<file path="src/design/rws_pkg.sv">
`default_nettype none

package rws_pkg;

	localparam int DEF_POP_SIZE = 64;
	localparam int FIT_W        = 16;
	localparam int FRAC_W       = 16;
	localparam int SLOT_W       = 6;

	typedef struct packed {
		logic              cmd;
		logic [SLOT_W-1:0] slot_index;
		logic [FIT_W-1:0]  fitness_value;
		logic [FRAC_W-1:0] random_fraction;
	} item_t;

	typedef struct packed {
		logic [SLOT_W-1:0] selected_slot;
		logic [FIT_W-1:0]  selected_fitness;
		logic              uniform_fallback;
	} result_t;

	// Command codes carried in item_t.cmd.
	localparam logic CMD_LOAD = 1'b0;
	localparam logic CMD_DRAW = 1'b1;

endpackage

`default_nettype wire

</file>
<file path="src/design/rws_ram.sv">
`default_nettype none

module rws_ram #(
	parameter int WIDTH = 16,
	parameter int DEPTH = 64
) (
	input  wire logic                     clk,
	input  wire logic                     we,
	input  wire logic [$clog2(DEPTH)-1:0] waddr,
	input  wire logic [WIDTH-1:0]         wdata,
	input  wire logic [$clog2(DEPTH)-1:0] raddr,
	output logic      [WIDTH-1:0]         rdata
);

	logic [WIDTH-1:0] mem [DEPTH];

	always_ff @(posedge clk) begin
		if (we) begin
			mem[waddr] <= wdata;
		end
		rdata <= mem[raddr];
	end

endmodule

`default_nettype wire

</file>
<file path="src/design/roulette_wheel_selector.sv">
// Flow: a load passes through ST_LOAD and back to idle. A draw with a nonzero total walks the table
// in ST_WALK, reading one slot per cycle over the single table read port, then goes to ST_EMIT; a draw
// with a zero total goes through ST_MOD, ST_REM and ST_EMIT. A new transaction is taken only in idle,
// once the last one has left ST_EMIT; a result still waiting in the output register holds ST_EMIT.
// Reset: arst_n clears control state and the total, then a clearing pass in ST_CLEAR zeroes the table.
`default_nettype none

module roulette_wheel_selector
	import rws_pkg::*;
#(
	parameter int POP_SIZE = DEF_POP_SIZE
) (
	input  wire logic    clk,
	input  wire logic    arst_n,
	input  wire logic    item_valid,
	output logic         item_ready,
	input  wire item_t   item,
	output logic         result_valid,
	input  wire logic    result_ready,
	output result_t      result
);

	// Table address width, running total width and product width all follow the population.
	localparam int AW     = (POP_SIZE > 1) ? $clog2(POP_SIZE) : 1;
	localparam int TOT_W  = FIT_W + AW;
	localparam int PROD_W = TOT_W + FRAC_W;

	// Reciprocal of the population, scaled so that the quotient of any 16-bit fraction is exact.
	localparam int RCP_SH  = FRAC_W + AW;
	localparam int RCP_W   = FRAC_W + 1;
	localparam int RPROD_W = FRAC_W + RCP_W;

	localparam logic [AW-1:0]     LAST_SLOT = AW'(POP_SIZE - 1);
	localparam logic [RCP_W-1:0]  RCP       = RCP_W'(((1 << RCP_SH) + POP_SIZE - 1) / POP_SIZE);
	localparam logic [FRAC_W-1:0] POP_F     = FRAC_W'(POP_SIZE);

	typedef enum logic [2:0] {
		ST_CLEAR,
		ST_IDLE,
		ST_LOAD,
		ST_WALK,
		ST_MOD,
		ST_REM,
		ST_EMIT
	} state_t;

	state_t state_q;

	// Running total of every table slot; it equals the exact sum once the clearing pass is done.
	logic [TOT_W-1:0]  total_q;

	// Clearing pass and load bookkeeping.
	logic [AW-1:0]     clr_q;
	logic [AW-1:0]     slot_q;
	logic [FIT_W-1:0]  fval_q;

	// Walk: target product, cumulative sum, read issue index and the index of the word in rdata.
	logic [PROD_W-1:0] target_q;
	logic [TOT_W-1:0]  cum_q;
	logic [AW-1:0]     rd_q;
	logic [AW-1:0]     pidx_q;
	logic              dv_q;

	// Uniform fallback: the quotient comes from a reciprocal multiply, then the remainder.
	logic [FRAC_W-1:0] rnd_q;
	logic [FRAC_W-1:0] quot_q;

	// Finished result waiting for the output register.
	result_t           hold_q;
	result_t           result_q;
	logic              result_valid_q;

	// Table port.
	logic              ram_we;
	logic [AW-1:0]     ram_waddr;
	logic [FIT_W-1:0]  ram_wdata;
	logic [AW-1:0]     ram_raddr;
	logic [FIT_W-1:0]  ram_rdata;

	logic [TOT_W-1:0]   cum_n;
	logic               hit;
	logic [RPROD_W-1:0] rcp_prod;
	logic [FRAC_W-1:0]  mod_full;
	logic               item_acc;
	logic               slot_ok;
	logic               emit_go;

	rws_ram #(
		.WIDTH(FIT_W),
		.DEPTH(POP_SIZE)
	) u_table (
		.clk  (clk),
		.we   (ram_we),
		.waddr(ram_waddr),
		.wdata(ram_wdata),
		.raddr(ram_raddr),
		.rdata(ram_rdata)
	);

	assign item_ready   = (state_q == ST_IDLE);
	assign item_acc     = item_valid && item_ready;
	assign result_valid = result_valid_q;
	assign result       = result_q;
	assign slot_ok      = (32'(item.slot_index) < POP_SIZE);

	// The output register takes a new result when it is empty or being drained this cycle.
	assign emit_go = (state_q == ST_EMIT) && (!result_valid_q || result_ready);

	// The accumulate-and-compare unit of the walk. A slot is chosen when its cumulative
	// sum, scaled by 65536, is strictly above total times the random fraction. The last slot
	// is the default choice, which the compare always reaches when the total is nonzero.
	assign cum_n = cum_q + TOT_W'(ram_rdata);
	assign hit   = ({cum_n, FRAC_W'(0)} > target_q) || (pidx_q == LAST_SLOT);

	// The reciprocal product gives the exact quotient of the fraction by the population; the
	// remainder is the fraction less quotient times population.
	assign rcp_prod = RPROD_W'(rnd_q) * RPROD_W'(RCP);
	assign mod_full = rnd_q - quot_q * POP_F;

	// The read address is the load slot while idle, so the old value is ready in ST_LOAD.
	always_comb begin
		ram_raddr = rd_q;
		ram_we    = 1'b0;
		ram_waddr = slot_q;
		ram_wdata = fval_q;
		case (state_q)
			ST_IDLE: begin
				ram_raddr = AW'(item.slot_index);
			end
			ST_CLEAR: begin
				ram_we    = 1'b1;
				ram_waddr = clr_q;
				ram_wdata = '0;
			end
			ST_LOAD: begin
				ram_we = 1'b1;
			end
			default: begin
				ram_raddr = rd_q;
			end
		endcase
	end

	always_ff @(posedge clk or negedge arst_n) begin
		if (!arst_n) begin
			state_q        <= ST_CLEAR;
			total_q        <= '0;
			clr_q          <= '0;
			slot_q         <= '0;
			fval_q         <= '0;
			target_q       <= '0;
			cum_q          <= '0;
			rd_q           <= '0;
			pidx_q         <= '0;
			dv_q           <= 1'b0;
			rnd_q          <= '0;
			quot_q         <= '0;
			hold_q         <= '0;
			result_q       <= '0;
			result_valid_q <= 1'b0;
		end else begin
			if (emit_go) begin
				result_q       <= hold_q;
				result_valid_q <= 1'b1;
			end else if (result_ready) begin
				result_valid_q <= 1'b0;
			end
			case (state_q)
				ST_CLEAR: begin
					clr_q <= clr_q + 1'b1;
					if (clr_q == LAST_SLOT) begin
						state_q <= ST_IDLE;
					end
				end
				ST_IDLE: begin
					if (item_acc) begin
						if (item.cmd == CMD_LOAD) begin
							// A load beyond the population is dropped.
							if (slot_ok) begin
								slot_q  <= AW'(item.slot_index);
								fval_q  <= item.fitness_value;
								state_q <= ST_LOAD;
							end
						end else if (total_q == '0) begin
							rnd_q   <= item.random_fraction;
							state_q <= ST_MOD;
						end else begin
							target_q <= PROD_W'(total_q) * PROD_W'(item.random_fraction);
							cum_q    <= '0;
							rd_q     <= '0;
							dv_q     <= 1'b0;
							state_q  <= ST_WALK;
						end
					end
				end
				ST_LOAD: begin
					// The old slot value comes out of the table in this cycle.
					total_q <= total_q - TOT_W'(ram_rdata) + TOT_W'(fval_q);
					state_q <= ST_IDLE;
				end
				ST_WALK: begin
					if (dv_q && hit) begin
						hold_q.selected_slot    <= SLOT_W'(pidx_q);
						hold_q.selected_fitness <= ram_rdata;
						hold_q.uniform_fallback <= 1'b0;
						state_q                 <= ST_EMIT;
					end else begin
						if (dv_q) begin
							cum_q <= cum_n;
						end
						dv_q   <= 1'b1;
						pidx_q <= rd_q;
						rd_q   <= rd_q + 1'b1;
					end
				end
				ST_MOD: begin
					quot_q  <= FRAC_W'(rcp_prod >> RCP_SH);
					state_q <= ST_REM;
				end
				ST_REM: begin
					// A zero total means every slot holds zero.
					hold_q.selected_slot    <= SLOT_W'(mod_full);
					hold_q.selected_fitness <= '0;
					hold_q.uniform_fallback <= 1'b1;
					state_q                 <= ST_EMIT;
				end
				ST_EMIT: begin
					if (emit_go) begin
						state_q <= ST_IDLE;
					end
				end
				default: begin
					state_q <= ST_IDLE;
				end
			endcase
		end
	end

	// While walking, the sum of the slots already passed stays below the total.
	assert property (@(posedge clk) disable iff (!arst_n)
		(state_q == ST_WALK) |-> (cum_q < total_q))
		else $error("walk cumulative sum reached the total");

	// The table is never written during a walk.
	assert property (@(posedge clk) disable iff (!arst_n)
		(state_q == ST_WALK) |-> !ram_we)
		else $error("table written during a walk");

	// The remainder always lands below the population size.
	assert property (@(posedge clk) disable iff (!arst_n)
		(state_q == ST_REM) |-> (mod_full < POP_F))
		else $error("remainder out of range");

	// A uniform choice is only delivered when the total is zero.
	assert property (@(posedge clk) disable iff (!arst_n)
		($rose(result_valid_q) && result_q.uniform_fallback) |-> (total_q == '0))
		else $error("uniform fallback with nonzero total");

endmodule

`default_nettype wire
</file>
<file path="config.mk">
export PLATFORM = sky130hd
export DESIGN_NAME = roulette_wheel_selector
export DESIGN_NICKNAME = d
export VERILOG_FILES = /design/src/design/rws_pkg.sv /design/src/design/rws_ram.sv /design/src/design/roulette_wheel_selector.sv
export SDC_FILE = /design/constraint.sdc
export NUM_CORES = 2
export LEC_CHECK = 0
export BUFFER_PORTS_ARGS = -buffer_cell sky130_fd_sc_hd__buf_4
export CAP_MARGIN = 40
export CORE_UTILIZATION = 58
export DETAILED_ROUTE_END_ITERATION = 10
export MAX_ROUTING_LAYER = met4
export PLACE_DENSITY_LB_ADDON = 0.05
export SLEW_MARGIN = 30
export SYNTH_ARGS = -nofsm -noshare
export SYNTH_HDL_FRONTEND = slang
export SYNTH_HIERARCHICAL = 1
export SYNTH_SLANG_ARGS = --single-unit
</file>
<file path="constraint.sdc">
create_clock -name clk -period 5.7 [get_ports clk]
set_input_delay 1.425 -clock clk [delete_from_list [all_inputs] [get_ports clk]]
set_output_delay 1.425 -clock clk [all_outputs]
set_load 0.1 [all_outputs]
</file>
==> results.md <==
* Largest net degree at the start of global routing at 99
* Final instance area at 70560 um2
* Worst-path maximum fanout at 6
* Wire length on met3 at 7.490 mm
* Average wire per standard cell at 24.59 um
* Worst path bufs/invs at 7
* Clock-pin slew on the worst setup and hold paths at 0.07 ns
* Wl on met1 at 58.60 mm
* RSZ-0062 raised after global routing: true
* Required time worst endpoint at 6.28 ns
* Post-synth EDFFs at 1024
* Fillers at 7417
* Initial antenna violation count at 1
* Synth warn at 6
* Final min period at 6.308 ns
* Final worst slack at -0.6083 ns
* I/O pins at 68
* Final setup fails at 23
* Gpl congestion at 0.8923
* Tightest Pin Transition at 0.9548 ns
* First-pass GRT wire length at 224.6 mm
* CTS sink cnt at 1219
* ANT nets after route at 0
* Core box area at 105300 um2
* DRT Pass-1 Iters at 6
* Post-synth top cells: edfxtp_1, nand2_1, inv_1, fa_1, mux4_2
* Routed via count at 35.46k
* Top cell type's share of synthesized area at 49.95%
* CTS H-tree depth at 3
* Worst-Skew Late Latency at 0.75 ns
* Relative slew slack at 36.35%
* Avg Cell Area, Syn at 14.62 um2
* Inserted Clock Buffers at 119
* Number of global-route vias before repair at 36.34k
* Synth Instances at 4211
* Tcrit/Tclk final at 110.7%
* Most common cell in the netlist: edfxtp_1
* Mapped Area at 61560 um2
* Status: finished with violations
* Max clock buf depth at 3
* Max Freq at 158.5 MHz
* Routed vias/inst at 5.890
* Starting Density at 58.48%
* Drt initial violations at 2922
* Total Wirelength at 148.0 mm
* Syn_nets at 4724
* Die area at 107400 um2
* Fin Hold WS at 0.4874 ns
* Power Density at 244.7 nW/um2
* Yosys top cell by area: edfxtp_1
* Reg-to-reg critical path startpoint: total_q[5]$_DFFE_PN0N_
* Post-synth top flop: edfxtp_1
* WL met2 at 78.02 mm
* Violated checks: setup timing
* CP max stage delay at 0.55 ns
* Final Hold Fails at 0
* Flops & latches, synth at 1219
* CTS tree: built
* DIE HEIGHT at 327.8 um
* Ranking of synthesized cells by area: edfxtp_1, fa_1, mux4_2
* Register Area at 35550 um2
* Synth cell types at 83
* Critical path cell sequence: buf_12 > buf_8 > nand2_2 > fa_1 > inv_2 > fa_1 > inv_2 > fa_2 > inv_2 > fa_2 > fa_1 > inv_1 > fa_1 > inv_2 > ha_4 > and3_4 > nand4_1 > a211o_4 > a21oi_4 > nor4_2 > o31ai_2 > xnor2_1 > o21ai_1
* Max capacitance violation total at 0
* Crit. Startpoint: item[1]
* DRC Markers at 0
* Area of the multi-input gates at 24050 um2
* Die Wd at 327.8 um
* Kind of end point of the critical path: flip-flop
* Max Used Layer: met4
* CP arrival at 6.89 ns
* Detailed Place HPWL at 100.0 mm
* Layout area overhead at 14.62%
* # rows at 119
* Ys async rst share at 14.68%
* Placed cells at 5771
* Worst hold start: target_q[9]$_DFFE_PN0P_
* Worst hold-check path type: flip-flop to flip-flop
* Setup crit start kind: input port
* Register area share after synthesis at 57.75%
* Root Buffer: clkbuf_16
* DP Area at 65890 um2
* Place WS at -1.541 ns
* Total negative slack at -9.136 ns
* Final clock skew at 0.08768 ns
* Slew Viols, Final at 0
* WS Path Type: input port to flip-flop
* GRT overflow at 0
* Final non-filler cell total at 6020
* NumNets Final at 5040
* CP delay by family, top: adder cells
* Layout cells sized above 1 at 23.08%
* Slowest CP cell: fa_1
* Hold-fix buffers at CTS at 0
* Leak at 24.54 nW
* Total track usage at 28.93%
* VDD IR max at 0.0003302 V
* PortBufs at 67
==> sequential cells by signal, indices dropped and copies added (netlist names), 3 cells and up <==
signal / cells
clr_q: 6
fval_q: 16
target_q: 38
state_q: 3
u_table/rdata: 16
u_table/mem: 1024
result: 23
rnd_q: 6
slot_q: 6
hold_q: 23
rd_q: 6
pidx_q: 6
cum_q: 22
total_q: 22
==> layer usage <==
| layer | global-route usage (%) | vias to the layer above |
|---|---|---|
| met5 | - | - |
| met2 | 49.46 | 1019 |
| met4 | 7.700 | 0 |
| li1 | - | 15790 |
| met3 | 3.454 | 225 |
| met1 | 36.81 | 18420 |
==> logic make-up after synthesis <==
logic type	Yosys count	share of synthesized area, %
XOR/XNOR	77	1.096
multiplexers	406	11.35
buffers and inverters	644	4.512
flip-flops	1219	57.75
adder cells (fa/ha/maj)	470	13.15
AND/OR/NAND/NOR	934	7.138
AO/OA/AOI/OAI	461	5.000
==> power breakdown <==
group	switching, mW	internal [mW]
registers	0.0000000000000000346	9.54
logic	0.0846	0.0639
clock network	3.34	4.24
total	3.42	13.8
==> path summary, 6_finish.rpt <==
kind                                                  to  slack [ns]  depth (start not counted)
worst max-delay path            target_q[34]$_DFFE_PN0P_       -0.61                         23
worst max register to register  target_q[37]$_DFFE_PN0P_       -0.45                         20
worst min-delay path             target_q[9]$_DFFE_PN0P_        0.49                          2
worst min register to register   target_q[9]$_DFFE_PN0P_        0.49                          2
min in group asynchronous           rnd_q[2]$_DFFE_PN0P_        0.61                          1
max in group asynchronous          cum_q[16]$_DFFE_PN0P_        3.97                          3
==> timing repair <==
item,4_1_cts,5_1_grt
buffers inserted,8,12
pin swaps,83,50
setup endpoints to repair,23,24
cloned,1,3
gates resized for setup,111,48
==> layout make-up <==
cell class / instances / share of cell area [%]
repair buffers: 422 / 5.464
diodes: 1 / 0.003547
multi-input cells: 2348 / 34.09
flip-flops and latches: 1219 / 50.38
inverters: 417 / 2.218
well taps: 1391 / 2.467
clock inverters: 70 / 0.8849
clock buffers: 152 / 4.485
==> through the flow <==
| stage | total power [mW] | utilization [%] |
|---|---|---|
| finish | 17.27 | 67.02 |
| detailed placement | 9.843 | 62.59 |
| global placement | 9.842 | 62.46 |
| global route | 17.70 | 67.02 |
| floorplan | 9.763 | - |
| CTS | 17.37 | 66.66 |
==> worst register-to-register path: stages (launching register included) <==
cell	delay (ns)
dfrtp_1	0.65
buf_4	0.23
and2_4	0.14
fa_1	0.44
fa_1	0.58
fa_1	0.48
fa_1	0.53
fa_1	0.53
inv_1	0.06
fa_1	0.51
inv_2	0.05
ha_4	0.28
nand3_1	0.14
nor2_4	0.15
and3_4	0.22
and4_4	0.23
a32oi_4	0.07
a311oi_2	0.35
a311oi_2	0.16
xnor2_1	0.18
o21ai_1	0.08
==> layout by cell type, fill, tap and decap left out, types with 31 or more instances in the layout <==
cell,netlist,routed
edfxtp_1,1024,1024
nand2_1,423,397
buf_12,5,38
clkbuf_16,0,124
mux2i_1,96,96
fa_1,295,284
clkinv_1,0,33
xnor2_1,45,42
nor2_1,144,119
ha_1,175,159
a21oi_1,86,75
mux2_2,86,83
nor2b_1,41,40
and2_1,152,136
o21ai_1,15,31
mux4_2,220,220
inv_1,417,402
a22oi_1,39,39
nand3_1,59,57
dfrtp_1,179,179
a21o_1,53,53
xor2_1,32,31
o21ai_0,120,99
buf_4,14,353
(Power assumes the default switching activity.)
